===== src/rtl/frla_pkg.sv =====
`timescale 1ns / 1ps

package frla_pkg;

	localparam int QUAL_W  = 8;
	localparam int TIME_W  = 32;
	localparam int FLOW_W  = 24;
	localparam int QOUT_W  = 9;
	localparam int RATE_W  = 10;
	localparam int QSUM_W  = 24;
	localparam int COUNT_W = 16;
	localparam int PROD_W  = TIME_W + RATE_W;

	localparam logic [PROD_W-1:0]        ONE_MILLION = PROD_W'(1000000);
	localparam logic signed [QOUT_W-1:0] QUAL_HOLD   = -9'sd1;

	typedef struct packed {
		logic [QUAL_W-1:0]        quality_in;
		logic [TIME_W-1:0]        frame_time;
		logic signed [FLOW_W-1:0] flow_x_in;
		logic signed [FLOW_W-1:0] flow_y_in;
	} frla_in_t;

	typedef struct packed {
		logic signed [QOUT_W-1:0] quality_out;
		logic [TIME_W-1:0]        delta_time;
		logic                     delta_valid;
		logic signed [FLOW_W-1:0] flow_x_out;
		logic signed [FLOW_W-1:0] flow_y_out;
	} frla_out_t;

	typedef struct packed {
		logic load;
		logic accum;
		logic mul;
		logic div_start;
		logic finish;
	} frla_cmd_t;

	typedef struct packed {
		logic last_zero;
		logic rate_zero;
		logic qual_zero;
		logic over;
		logic count_zero;
		logic div_done;
		logic out_free;
	} frla_sts_t;

endpackage


===== src/rtl/frla_stream_if.sv =====
`timescale 1ns / 1ps

interface frla_stream_if #(
	parameter type payload_t = logic
) ();
	logic     valid;
	logic     ready;
	payload_t payload;

	modport source (output valid, output payload, input ready);
	modport sink (input valid, input payload, output ready);
endinterface


===== src/rtl/frla_div.sv =====
`timescale 1ns / 1ps

module frla_div (
	input  logic                           clk,
	input  logic                           arst_n,
	input  logic                           start,
	input  logic [frla_pkg::QSUM_W-1:0]    dividend,
	input  logic [frla_pkg::COUNT_W-1:0]   divisor,
	output logic                           busy,
	output logic                           done,
	output logic [frla_pkg::QSUM_W-1:0]    quotient
);
	import frla_pkg::*;

	localparam int CNT_W = $clog2(QSUM_W);

	logic               busy_q;
	logic [CNT_W-1:0]   cnt_q;
	logic [COUNT_W-1:0] rem_q;
	logic [QSUM_W-1:0]  quo_q;
	logic [COUNT_W-1:0] dsr_q;
	logic [COUNT_W:0]   trial;
	logic               fits;

	// restoring division, one quotient bit per cycle
	assign trial = {rem_q, quo_q[QSUM_W-1]};
	assign fits  = trial >= {1'b0, dsr_q};

	always_ff @(posedge clk or negedge arst_n) begin
		if (!arst_n) begin
			busy_q <= 1'b0;
			cnt_q  <= '0;
		end else if (start) begin
			busy_q <= 1'b1;
			cnt_q  <= CNT_W'(QSUM_W - 1);
		end else if (busy_q) begin
			cnt_q <= cnt_q - 1'b1;
			if (cnt_q == '0) begin
				busy_q <= 1'b0;
			end
		end
	end

	always_ff @(posedge clk) begin
		if (start) begin
			rem_q <= '0;
			quo_q <= dividend;
			dsr_q <= divisor;
		end else if (busy_q) begin
			rem_q <= fits ? COUNT_W'(trial - {1'b0, dsr_q}) : trial[COUNT_W-1:0];
			quo_q <= {quo_q[QSUM_W-2:0], fits};
		end
	end

	assign busy     = busy_q;
	assign done     = busy_q && (cnt_q == '0);
	assign quotient = quo_q;

endmodule


===== src/rtl/frla_dp.sv =====
`timescale 1ns / 1ps

module frla_dp (
	input  logic                          clk,
	input  logic                          arst_n,
	input  frla_pkg::frla_cmd_t           cmd,
	output frla_pkg::frla_sts_t           sts,
	input  frla_pkg::frla_in_t            in_item,
	input  logic                          cfg_we,
	input  logic [frla_pkg::RATE_W-1:0]   cfg_wdata,
	output logic                          out_valid,
	input  logic                          out_ready,
	output frla_pkg::frla_out_t           out_item
);
	import frla_pkg::*;

	logic [RATE_W-1:0]        rate_q;
	logic [TIME_W-1:0]        last_time_q;
	logic signed [FLOW_W-1:0] sum_x_q;
	logic signed [FLOW_W-1:0] sum_y_q;
	logic [QSUM_W-1:0]        sum_q_q;
	logic [COUNT_W-1:0]       count_q;
	frla_in_t                 in_q;
	logic [PROD_W-1:0]        prod_s1;
	logic                     out_valid_q;
	frla_out_t                out_q;

	logic [TIME_W-1:0]        dt;
	logic                     over;
	logic                     emit;
	logic [QSUM_W:0]          qsum_ext;
	logic [QSUM_W-1:0]        qsum_sat;
	logic [QUAL_W-1:0]        avg;
	logic                     div_busy;
	logic                     div_done;
	logic [QSUM_W-1:0]        quotient;
	frla_out_t                res;

	function automatic logic signed [FLOW_W-1:0] sat_add(
		input logic signed [FLOW_W-1:0] a,
		input logic signed [FLOW_W-1:0] b
	);
		logic signed [FLOW_W:0] s;
		s = {a[FLOW_W-1], a} + {b[FLOW_W-1], b};
		if (s[FLOW_W] != s[FLOW_W-1]) begin
			sat_add = s[FLOW_W] ? {1'b1, {(FLOW_W-1){1'b0}}} : {1'b0, {(FLOW_W-1){1'b1}}};
		end else begin
			sat_add = s[FLOW_W-1:0];
		end
	endfunction

	frla_div u_div (
		.clk      (clk),
		.arst_n   (arst_n),
		.start    (cmd.div_start),
		.dividend (sum_q_q),
		.divisor  (count_q),
		.busy     (div_busy),
		.done     (div_done),
		.quotient (quotient)
	);

	assign dt       = in_q.frame_time - last_time_q;
	assign over     = prod_s1 > ONE_MILLION;
	assign emit     = (last_time_q != '0) && (rate_q != '0) && over;
	assign qsum_ext = {1'b0, sum_q_q} + (QSUM_W + 1)'(in_q.quality_in);
	assign qsum_sat = qsum_ext[QSUM_W] ? '1 : qsum_ext[QSUM_W-1:0];
	assign avg      = (count_q == '0) ? '0 :
		(quotient[QSUM_W-1:QUAL_W] != '0) ? '1 : quotient[QUAL_W-1:0];

	assign sts.last_zero  = last_time_q == '0;
	assign sts.rate_zero  = rate_q == '0;
	assign sts.qual_zero  = in_q.quality_in == '0;
	assign sts.over       = over;
	assign sts.count_zero = count_q == '0;
	assign sts.div_done   = div_done;
	assign sts.out_free   = !out_valid_q || out_ready;

	always_comb begin
		res.quality_out = {1'b0, in_q.quality_in};
		res.delta_time  = '0;
		res.delta_valid = 1'b0;
		res.flow_x_out  = in_q.flow_x_in;
		res.flow_y_out  = in_q.flow_y_in;
		if (last_time_q == '0) begin
			res.delta_valid = 1'b0;
		end else if (rate_q == '0) begin
			res.delta_time  = dt;
			res.delta_valid = 1'b1;
		end else if (over) begin
			res.quality_out = {1'b0, avg};
			res.delta_time  = dt;
			res.delta_valid = 1'b1;
			res.flow_x_out  = sum_x_q;
			res.flow_y_out  = sum_y_q;
		end else begin
			res.quality_out = QUAL_HOLD;
		end
	end

	always_ff @(posedge clk or negedge arst_n) begin
		if (!arst_n) begin
			rate_q <= '0;
		end else if (cfg_we) begin
			rate_q <= cfg_wdata;
		end
	end

	always_ff @(posedge clk) begin
		if (cmd.load) begin
			in_q <= in_item;
		end
		if (cmd.mul) begin
			prod_s1 <= PROD_W'(dt) * PROD_W'(rate_q);
		end
	end

	always_ff @(posedge clk or negedge arst_n) begin
		if (!arst_n) begin
			last_time_q <= '0;
			sum_x_q     <= '0;
			sum_y_q     <= '0;
			sum_q_q     <= '0;
			count_q     <= '0;
		end else if (cmd.accum) begin
			sum_x_q <= sat_add(sum_x_q, in_q.flow_x_in);
			sum_y_q <= sat_add(sum_y_q, in_q.flow_y_in);
			sum_q_q <= qsum_sat;
			if (count_q != '1) begin
				count_q <= count_q + 1'b1;
			end
		end else if (cmd.finish) begin
			if ((last_time_q == '0) || (rate_q == '0) || emit) begin
				last_time_q <= in_q.frame_time;
			end
			if (emit) begin
				sum_x_q <= '0;
				sum_y_q <= '0;
				sum_q_q <= '0;
				count_q <= '0;
			end
		end
	end

	always_ff @(posedge clk or negedge arst_n) begin
		if (!arst_n) begin
			out_valid_q <= 1'b0;
		end else if (cmd.finish) begin
			out_valid_q <= 1'b1;
		end else if (out_ready) begin
			out_valid_q <= 1'b0;
		end
	end

	always_ff @(posedge clk) begin
		if (cmd.finish) begin
			out_q <= res;
		end
	end

	assign out_valid = out_valid_q;
	assign out_item  = out_q;

	a_finish_free: assert property (@(posedge clk) disable iff (!arst_n)
		cmd.finish |-> (!out_valid_q || out_ready))
		else $error("result written over an untaken result");

	a_finish_valid: assert property (@(posedge clk) disable iff (!arst_n)
		cmd.finish |=> out_valid_q)
		else $error("result register not marked valid");

	a_div_idle: assert property (@(posedge clk) disable iff (!arst_n)
		cmd.div_start |-> !div_busy)
		else $error("divider restarted while busy");

	a_emit_clears: assert property (@(posedge clk) disable iff (!arst_n)
		(cmd.finish && emit) |=> (count_q == '0 && sum_q_q == '0))
		else $error("sums not cleared after output");

endmodule


===== src/rtl/frla_ctrl.sv =====
`timescale 1ns / 1ps

module frla_ctrl (
	input  logic                clk,
	input  logic                arst_n,
	input  logic                in_valid,
	output logic                in_ready,
	input  frla_pkg::frla_sts_t sts,
	output frla_pkg::frla_cmd_t cmd
);
	import frla_pkg::*;

	localparam logic [2:0] S_IDLE = 3'd0;
	localparam logic [2:0] S_EVAL = 3'd1;
	localparam logic [2:0] S_TEST = 3'd2;
	localparam logic [2:0] S_DIV  = 3'd3;
	localparam logic [2:0] S_OUT  = 3'd4;

	logic [2:0] state_q;
	logic [2:0] state_d;
	logic       limited;

	assign limited = !sts.last_zero && !sts.rate_zero;

	always_comb begin
		state_d  = state_q;
		in_ready = 1'b0;
		cmd      = '0;
		case (state_q)
			S_IDLE: begin
				in_ready = 1'b1;
				if (in_valid) begin
					cmd.load = 1'b1;
					state_d  = S_EVAL;
				end
			end
			S_EVAL: begin
				cmd.accum = limited && !sts.qual_zero;
				cmd.mul   = 1'b1;
				state_d   = S_TEST;
			end
			S_TEST: begin
				if (limited && sts.over && !sts.count_zero) begin
					cmd.div_start = 1'b1;
					state_d       = S_DIV;
				end else begin
					state_d = S_OUT;
				end
			end
			S_DIV: begin
				if (sts.div_done) begin
					state_d = S_OUT;
				end
			end
			S_OUT: begin
				if (sts.out_free) begin
					cmd.finish = 1'b1;
					state_d    = S_IDLE;
				end
			end
			default: begin
				state_d = S_IDLE;
			end
		endcase
	end

	always_ff @(posedge clk or negedge arst_n) begin
		if (!arst_n) begin
			state_q <= S_IDLE;
		end else begin
			state_q <= state_d;
		end
	end

endmodule


===== src/rtl/flow_rate_limit_accumulator.sv =====
`timescale 1ns / 1ps

// channel   dir  payload
// in_ch     in   quality_in, frame_time, flow_x_in, flow_y_in
// out_ch    out  quality_out, delta_time, delta_valid, flow_x_out, flow_y_out
// cfg       in   cfg_we, cfg_wdata (output_rate_hz)
//
// one frame at a time; a frame whose output averages a nonzero count also
// waits for the 24-step serial quality divider
// arst_n clears rate, last time, sums, count and the output valid
// the result sits in an output register, so the next frame is taken
// while the last result waits; a result waits in place while out_ch stalls

module flow_rate_limit_accumulator (
	input  logic                        clk,
	input  logic                        arst_n,
	frla_stream_if.sink                 in_ch,
	frla_stream_if.source               out_ch,
	input  logic                        cfg_we,
	input  logic [frla_pkg::RATE_W-1:0] cfg_wdata
);
	import frla_pkg::*;

	frla_cmd_t cmd;
	frla_sts_t sts;

	frla_ctrl u_ctrl (
		.clk      (clk),
		.arst_n   (arst_n),
		.in_valid (in_ch.valid),
		.in_ready (in_ch.ready),
		.sts      (sts),
		.cmd      (cmd)
	);

	frla_dp u_dp (
		.clk       (clk),
		.arst_n    (arst_n),
		.cmd       (cmd),
		.sts       (sts),
		.in_item   (in_ch.payload),
		.cfg_we    (cfg_we),
		.cfg_wdata (cfg_wdata),
		.out_valid (out_ch.valid),
		.out_ready (out_ch.ready),
		.out_item  (out_ch.payload)
	);

endmodule


===== src/flat_wrapper.sv =====
// flat-port wrapper written by rule: the top's interface ports become plain ports
module flow_rate_limit_accumulator_flat import frla_pkg::*;
  (clk, arst_n, cfg_we, cfg_wdata, in_ch_valid, in_ch_payload, in_ch_ready, out_ch_valid, out_ch_payload, out_ch_ready);
  frla_stream_if #(.payload_t(frla_in_t)) in_ch_i ();
  frla_stream_if #(.payload_t(frla_out_t)) out_ch_i ();
  input  logic clk;
  input  logic arst_n;
  input  logic cfg_we;
  input  logic [frla_pkg::RATE_W-1:0] cfg_wdata;
  input wire logic [$bits(in_ch_i.valid)-1:0] in_ch_valid;
  input wire logic [$bits(in_ch_i.payload)-1:0] in_ch_payload;
  output wire logic [$bits(in_ch_i.ready)-1:0] in_ch_ready;
  output wire logic [$bits(out_ch_i.valid)-1:0] out_ch_valid;
  output wire logic [$bits(out_ch_i.payload)-1:0] out_ch_payload;
  input wire logic [$bits(out_ch_i.ready)-1:0] out_ch_ready;
  assign in_ch_i.valid = in_ch_valid;
  assign in_ch_i.payload = in_ch_payload;
  assign in_ch_ready = in_ch_i.ready;
  assign out_ch_valid = out_ch_i.valid;
  assign out_ch_payload = out_ch_i.payload;
  assign out_ch_i.ready = out_ch_ready;
  flow_rate_limit_accumulator u_core (.clk(clk), .arst_n(arst_n), .in_ch(in_ch_i), .out_ch(out_ch_i), .cfg_we(cfg_we), .cfg_wdata(cfg_wdata));
endmodule

===== config.mk =====
export PLATFORM = sky130hd
export DESIGN_NAME = flow_rate_limit_accumulator_flat
export DESIGN_NICKNAME = d
export VERILOG_FILES = /design/src/rtl/frla_pkg.sv /design/src/rtl/frla_stream_if.sv /design/src/rtl/frla_div.sv /design/src/rtl/frla_dp.sv /design/src/rtl/frla_ctrl.sv /design/src/rtl/flow_rate_limit_accumulator.sv /design/src/flat_wrapper.sv
export SDC_FILE = /design/constraint.sdc
export NUM_CORES = 1
export LEC_CHECK = 0
export BUFFER_PORTS_ARGS = -buffer_cell sky130_fd_sc_hd__buf_2
export CORE_ASPECT_RATIO = 2
export CORE_MARGIN = 2
export CORE_UTILIZATION = 36
export CTS_CLUSTER_DIAMETER = 60
export DETAILED_ROUTE_END_ITERATION = 10
export GPL_TIMING_DRIVEN = 1
export PLACE_DENSITY = 0.6
export REMOVE_ABC_BUFFERS = 1
export SETUP_SLACK_MARGIN = 0.5
export SLEW_MARGIN = 20
export SYNTH_ARGS = -nofsm -noshare
export SYNTH_HDL_FRONTEND = slang
export SYNTH_SLANG_ARGS = --single-unit

===== constraint.sdc =====
create_clock -name clk -period 8.75 [get_ports clk]
set_input_delay 0.4375 -clock clk [delete_from_list [all_inputs] [get_ports clk]]
set_output_delay 0.4375 -clock clk [all_outputs]
set_load 0.005 [all_outputs]

=== Yosys cells after proc, flatten, opt, wreduce, memory -nomap -nowiden ===
Index checks and enable logic that the tools add are counted.

* $add $sub $neg: 7
* $mul: 1
* Magnitude comparators: 2
* Equality and inequality tests: 11
* Multiplexer cells: 46
* Bitwise logic cells: 1
* Reduce and logical (&&, ||, !) cells: 33

{| class="wikitable"
|+ Operators by type and width
! kind !! number
|-
| 2-to-1 mux 24 bit || 12
|-
| 2-to-1 mux 48 bit || 2
|-
| 2-to-1 mux 81 bit || 1
|-
| 2-to-1 mux 16 bit || 5
|-
| adder 24 x 24 -> 25 bit || 2
|-
| > comparator 42 x 20 -> 1 bit (second input constant) || 1
|-
| multiplier 32 x 10 -> 42 bit || 1
|-
| 2-to-1 mux 40 bit || 1
|-
| 2-to-1 mux 33 bit || 1
|-
| logical NOT 32 bit || 1
|-
| nonzero test 32 bit || 1
|-
| subtractor 32 bit || 1
|-
| adder 24 x 8 -> 25 bit || 1
|-
| 2-to-1 mux 8 bit || 3
|-
| >= comparator 17 x 16 -> 1 bit || 1
|-
| adder 16 x 1 -> 16 bit (second input constant) || 1
|-
| logical NOT 16 bit || 1
|-
| != test 16 bit (second input constant) || 1
|-
| nonzero test 16 bit || 1
|-
| subtractor 16 bit || 1
|-
| one-hot mux 3 bit (5 select lines) || 1
|-
| 2-to-1 mux 1 bit || 12
|-
| 2-to-1 mux 3 bit || 4
|-
| logical NOT 10 bit || 1
|-
| other kinds (22) || 44
|}

* Flip-flop bits (word level): 416
* Input bits: 103
* Output and inout port bits: 92
* Logic and storage cells: 125

=== Logic depth before layout (Yosys ltp) ===
* Depth after elaboration: 8
* Depth in mapped cells: 32
* Depth with buffers taken out: 30

=== Cells and area by module ===
Synthesis repeated with hierarchy kept, for this count alone.

* Cells, all modules: 3189
* Area total of the unflattened synthesis: 32318.5 um2

{| class="wikitable"
|+ By module, submodules not included
! module !! times used !! cells each !! area an instance (um2) !! seq. area each (um2)
|-
| frla_dp || 1 || 2833 || 28576.2 || 9884.5
|-
| frla_div || 1 || 332 || 3528.4 || 1671.6
|-
| frla_ctrl || 1 || 24 || 214.0 || 75.1
|}

=== Worst setup path before layout ===
No wires, ideal clock.

* Path kind: register to register
* From: reg u_core.u_dp.last_time_q[0]
* To: reg u_core.u_dp.prod_s1[41], data pin
* Library setup time: 0.264 ns
* Data arrival time: 7.273 ns
* Data required time: 8.486 ns
* Path slack: 1.213 ns
* Stages on the path, launching flop included: 32
* Path buffers: 2
* Clock period less this slack: 7.537 ns
* Cells stage by stage: dfrtp_1 ha_1 fa_1 nor2b_1 o2111ai_2 nand3_1 a221o_1 a31o_2 a21oi_2 o311ai_1 xor2_1 buf_2 nand2_1 fa_1 inv_1 fa_1 fa_1 fa_1 inv_1 fa_1 inv_1 ha_1 buf_2 a21o_1 o21bai_1 a221o_1 a21oi_1 o21ai_1 a221o_1 a31o_2 mux2_4 nand4_1

* Word-level cells in the longest chain between the ends: 2

{| class="wikitable"
|+ RTL lines
! item !! line !! text
|-
| start, declared || frla_dp.sv:18 || <nowiki>logic [TIME_W-1:0] last_time_q;</nowiki>
|-
| start signal, assigned || frla_dp.sv:134 || <nowiki>last_time_q <= in_q.frame_time;</nowiki>
|-
| subtractor 32 bit || frla_dp.sv:63 || <nowiki>assign dt = in_q.frame_time - last_time_q;</nowiki>
|-
| multiplier 32 x 10 -> 42 bit || frla_dp.sv:114 || <nowiki>prod_s1 <= PROD_W'(dt) * PROD_W'(rate_q);</nowiki>
|-
| end signal, assigned || frla_dp.sv:114 ||
|-
| end, declared || frla_dp.sv:24 || <nowiki>logic [PROD_W-1:0] prod_s1;</nowiki>
|}

No other way between the ends.
A chain may end at the register's enable or synchronous reset.

=== Worst setup path after layout ===
Ends and elaborated chain as after synthesis.

==> impl_metrics.csv <==
group,metric,value,unit
sta,worst_pin_slew,1.21,ns
logic_synthesis,yosys_warnings,0,
floorplan,ios,195,
final_layout,layout.cells.non_filler,4602,
clock_network,clk_latency,0.63,ns
global_route,grt_first_pass_wirelength,143,mm
final_layout,nets,3923,
logic_synthesis,yosysMostFrequentCell,"nand2_1",
logic_synthesis,avgSynthCellArea,10.2,sq um
logic_synthesis,synth_edf_count,260,
floorplan,die_x,215,microns
sta,relSlewSlack,0.193,
global_route,grt-ovfl-total,0,
clock_network,root_buffer,"clkbuf_16",
placed_design,io_buffers,194,
logic_synthesis,synth.distinct_cells,101,
sta,clock.fmax,126,MHz
detailed_routing,first_pass_iters,5,
global_route,grt_usage,0.201,
clock_network,cts_buffers,44,
clock_network,h-tree-depth,2,
clock_network,cts_sinks,416,
worst_setup_path,crit_top_cell,"fa_1",
logic_synthesis,yosysTopAreaCell,"edfxtp_1",
floorplan,start_util,0.364,
worst_hold_path,hp-class,"input pin to flip-flop",
global_route,grt_pass1_vias,25700,
worst_setup_path,cpMaxStageDelayCell,"fa_1",
logic_synthesis,yosys-top-cells-area,"edfxtp_1 (24%), fa_1 (15%), dfrtp_1 (11%), ha_1 (7.2%), nand2_1 (4.3%)",
detailed_routing,drtIter0Drc,1383,
placed_design,globalplace.congestion,0.935,
sta,fin_tns_setup,0,ns
outcome,status,"finished clean",
worst_setup_path,critPathKind,"flip-flop to flip-flop",
global_route,grt_antenna_before_repair,5,
sta,post-route-min-period,7.96,ns
logic_synthesis,synthCells,3149,
sta,finalMaxSlewViolations,0,
final_layout,drive_above_1_share,0.138,
floorplan,rows,154,
sta,finClkSkew,0.0332,ns
floorplan,dieArea,91500,sq um
worst_setup_path,worst_ep_arrival_time,8.33,ns
logic_synthesis,yosysSeqAreaShare,0.363,
worst_setup_path,cp_slowest_stage_delay,0.54,ns
worst_setup_path,crit_buf_inv,4,
placed_design,dp_hpwl,69.6,mm
logic_synthesis,synthArstFlopShare,0.337,
floorplan,coreArea,88100,sq um
detailed_routing,vias,24300,
sta,rsz0062_at_grt,"false",
floorplan,chipHeight,426,microns
flow_run,maxCapViolCount,0,
global_route,grt_max_degree,64,
logic_synthesis,synth_top_area_share,0.244,
placed_design,dp.cells,4425,
worst_setup_path,path_delay_family,"adder cells",
worst_setup_path,cp.required,9.12,ns
clock_network,clkTransAtPathRegs,0.07,ns
worst_setup_path,crit_path_start_kind,"flip-flop",
sta,setup_viol,0,
sta,finalCritPeriodShare,0.909,
detailed_routing,routed_via_density,5.27,
sta,hold_ws,0.0386,ns
detailed_routing,avgRoutedWirePerCell,20.0,microns
sta,hold_violations,0,
worst_setup_path,crit_path_max_fanout,11,
logic_synthesis,netlist_area,32000,sq um
logic_synthesis,synthFlopType,"edfxtp_1",
detailed_routing,wirelength,91.9,mm
worst_setup_path,crit_path_end_kind,"flip-flop",
detailed_routing,ant_nets,0,
logic_synthesis,synth_seq_cells,416,
final_layout,area_growth,15.2,%
detailed_routing,drc_errors,0,
logic_synthesis,netlist_top_cells_count,"nand2_1 (370), inv_1 (301), edfxtp_1 (260)",
clock_network,cts_tree,"done",
clock_network,cts_buffer_depth,3,
-- per-stage QoR --
step | setup slack [ns] | instance area (sq um) | utilization
after global placement | 0.410 | 34300 | 0.390
after global routing | 0.462 | 36900 | 0.419
after CTS | 0.550 | 36700 | 0.416
after detailed placement | 0.270 | 34300 | 0.390
final | 0.795 | 36900 | 0.419
after floorplan | 1.12 | 31400 | -
-- cells by family after synthesis --
group	after synthesis	share of synthesized area
AND/OR/NAND/NOR	1033	0.163
AO/OA/AOI/OAI	598	0.126
buffers and inverters	453	0.0557
adder cells (fa/ha/maj)	427	0.224
flip-flops	416	0.363
XOR/XNOR	131	0.0361
multiplexers	91	0.0322
-- path summary, 6_finish.rpt --
check / endpoint / slack, ns / startpoint / depth (start not counted)
max reg2reg: u_core.u_dp.prod_s1[41] / 0.79 / u_core.u_dp.last_time_q[0] / 30
min in group asynchronous: u_core.u_dp.sum_y_q[20] / 0.35 / arst_n / 2
max: u_core.u_dp.prod_s1[41] / 0.79 / u_core.u_dp.last_time_q[0] / 30
min reg2reg: u_core.u_dp.u_div.rem_q[15] / 0.49 / u_core.u_dp.u_div.rem_q[15] / 2
max in group asynchronous: u_core.u_dp.sum_x_q[14] / 7.22 / arst_n / 3
min: u_core.u_dp.in_q[50] / 0.04 / in_ch_payload[50] / 1
-- timing repair --
item / in CTS / in global routing
cloned: 0 / 0
setup buffers: 0 / 7
pin swaps: 0 / 6
gates resized for setup: 2 / 24
endpoints found under the setup margin: 9 / 13
hold buffers: 85 / 0
hold endpoints to repair: 136 / 0
-- cell usage in the layout, fill, tap and decap left out, types with 9 or more instances in the layout --
cell / count
buf_4: 71
nand2b_1: 45
nor2b_1: 45
edfxtp_1: 260
and3_1: 31
a21oi_1: 138
clkbuf_16: 44
xor2_1: 46
nor3_1: 46
nor2_1: 131
o21ai_1: 15
ha_1: 181
dfxtp_1: 16
or3_1: 14
nand2_1: 369
mux2i_1: 12
nor3b_1: 15
nor4_1: 43
inv_1: 299
a211oi_1: 26
buf_2: 193
o211ai_1: 24
and2_1: 174
o21ai_0: 136
mux2_2: 64
xnor2_1: 77
a31oi_1: 24
nand4_1: 20
a21o_1: 60
o2111ai_1: 11
dfrtp_1: 140
o21bai_1: 15
mux2_1: 9
a311oi_1: 9
fa_1: 243
o21a_1: 21
a221o_1: 29
dlygate4sd3_1: 85
nand3_1: 50
-- flip-flops by register name, summed over array words and instances, names as in the netlist --
register and flops:
u_core.u_dp.out_item 90, u_core.u_dp.prod_s1 42, u_core.u_dp.u_div.quotient 24, u_core.u_dp.count_q 16, u_core.u_dp.sum_x_q 24, u_core.u_dp.in_q 88, u_core.u_dp.last_time_q 32, u_core.u_dp.out_valid 1
u_core.u_dp.sum_y_q 24, u_core.u_dp.u_div.rem_q 16, u_core.u_dp.u_div.dsr_q 16, u_core.u_dp.rate_q 10, u_core.u_dp.sum_q_q 24, u_core.u_dp.u_div.cnt_q 5, u_core.u_ctrl.state_q 3, u_core.u_dp.u_div.busy 1
-- final cells by class --
cell class                      instances  area (sq um)
Tap cell                             1170          1460
Antenna cell                            3          7.51
Sequential cell                       416         11600
Timing Repair Buffer                  350          2360
Fill cell                            8520         51200
Inverter                              301          1130
Multi-Input combinational cell       2280         18800
Clock buffer                           52          1150
Clock inverter                         30           304
-- layer usage --
| metal | vias to the layer above | share of wire | GRT usage |
|---|---|---|---|
| li1 | 11300 | - | - |
| met1 | 12000 | 0.37 | 0.216 |
| met2 | 666 | 0.54 | 0.385 |
| met3 | 207 | 0.044 | 0.0238 |
| met4 | 0 | 0.053 | 0.100 |
| met5 | - | 0 | 0 |
Power is not shown: default switching activity piles up to over one toggle a cycle in this logic, so the estimate is an artifact.
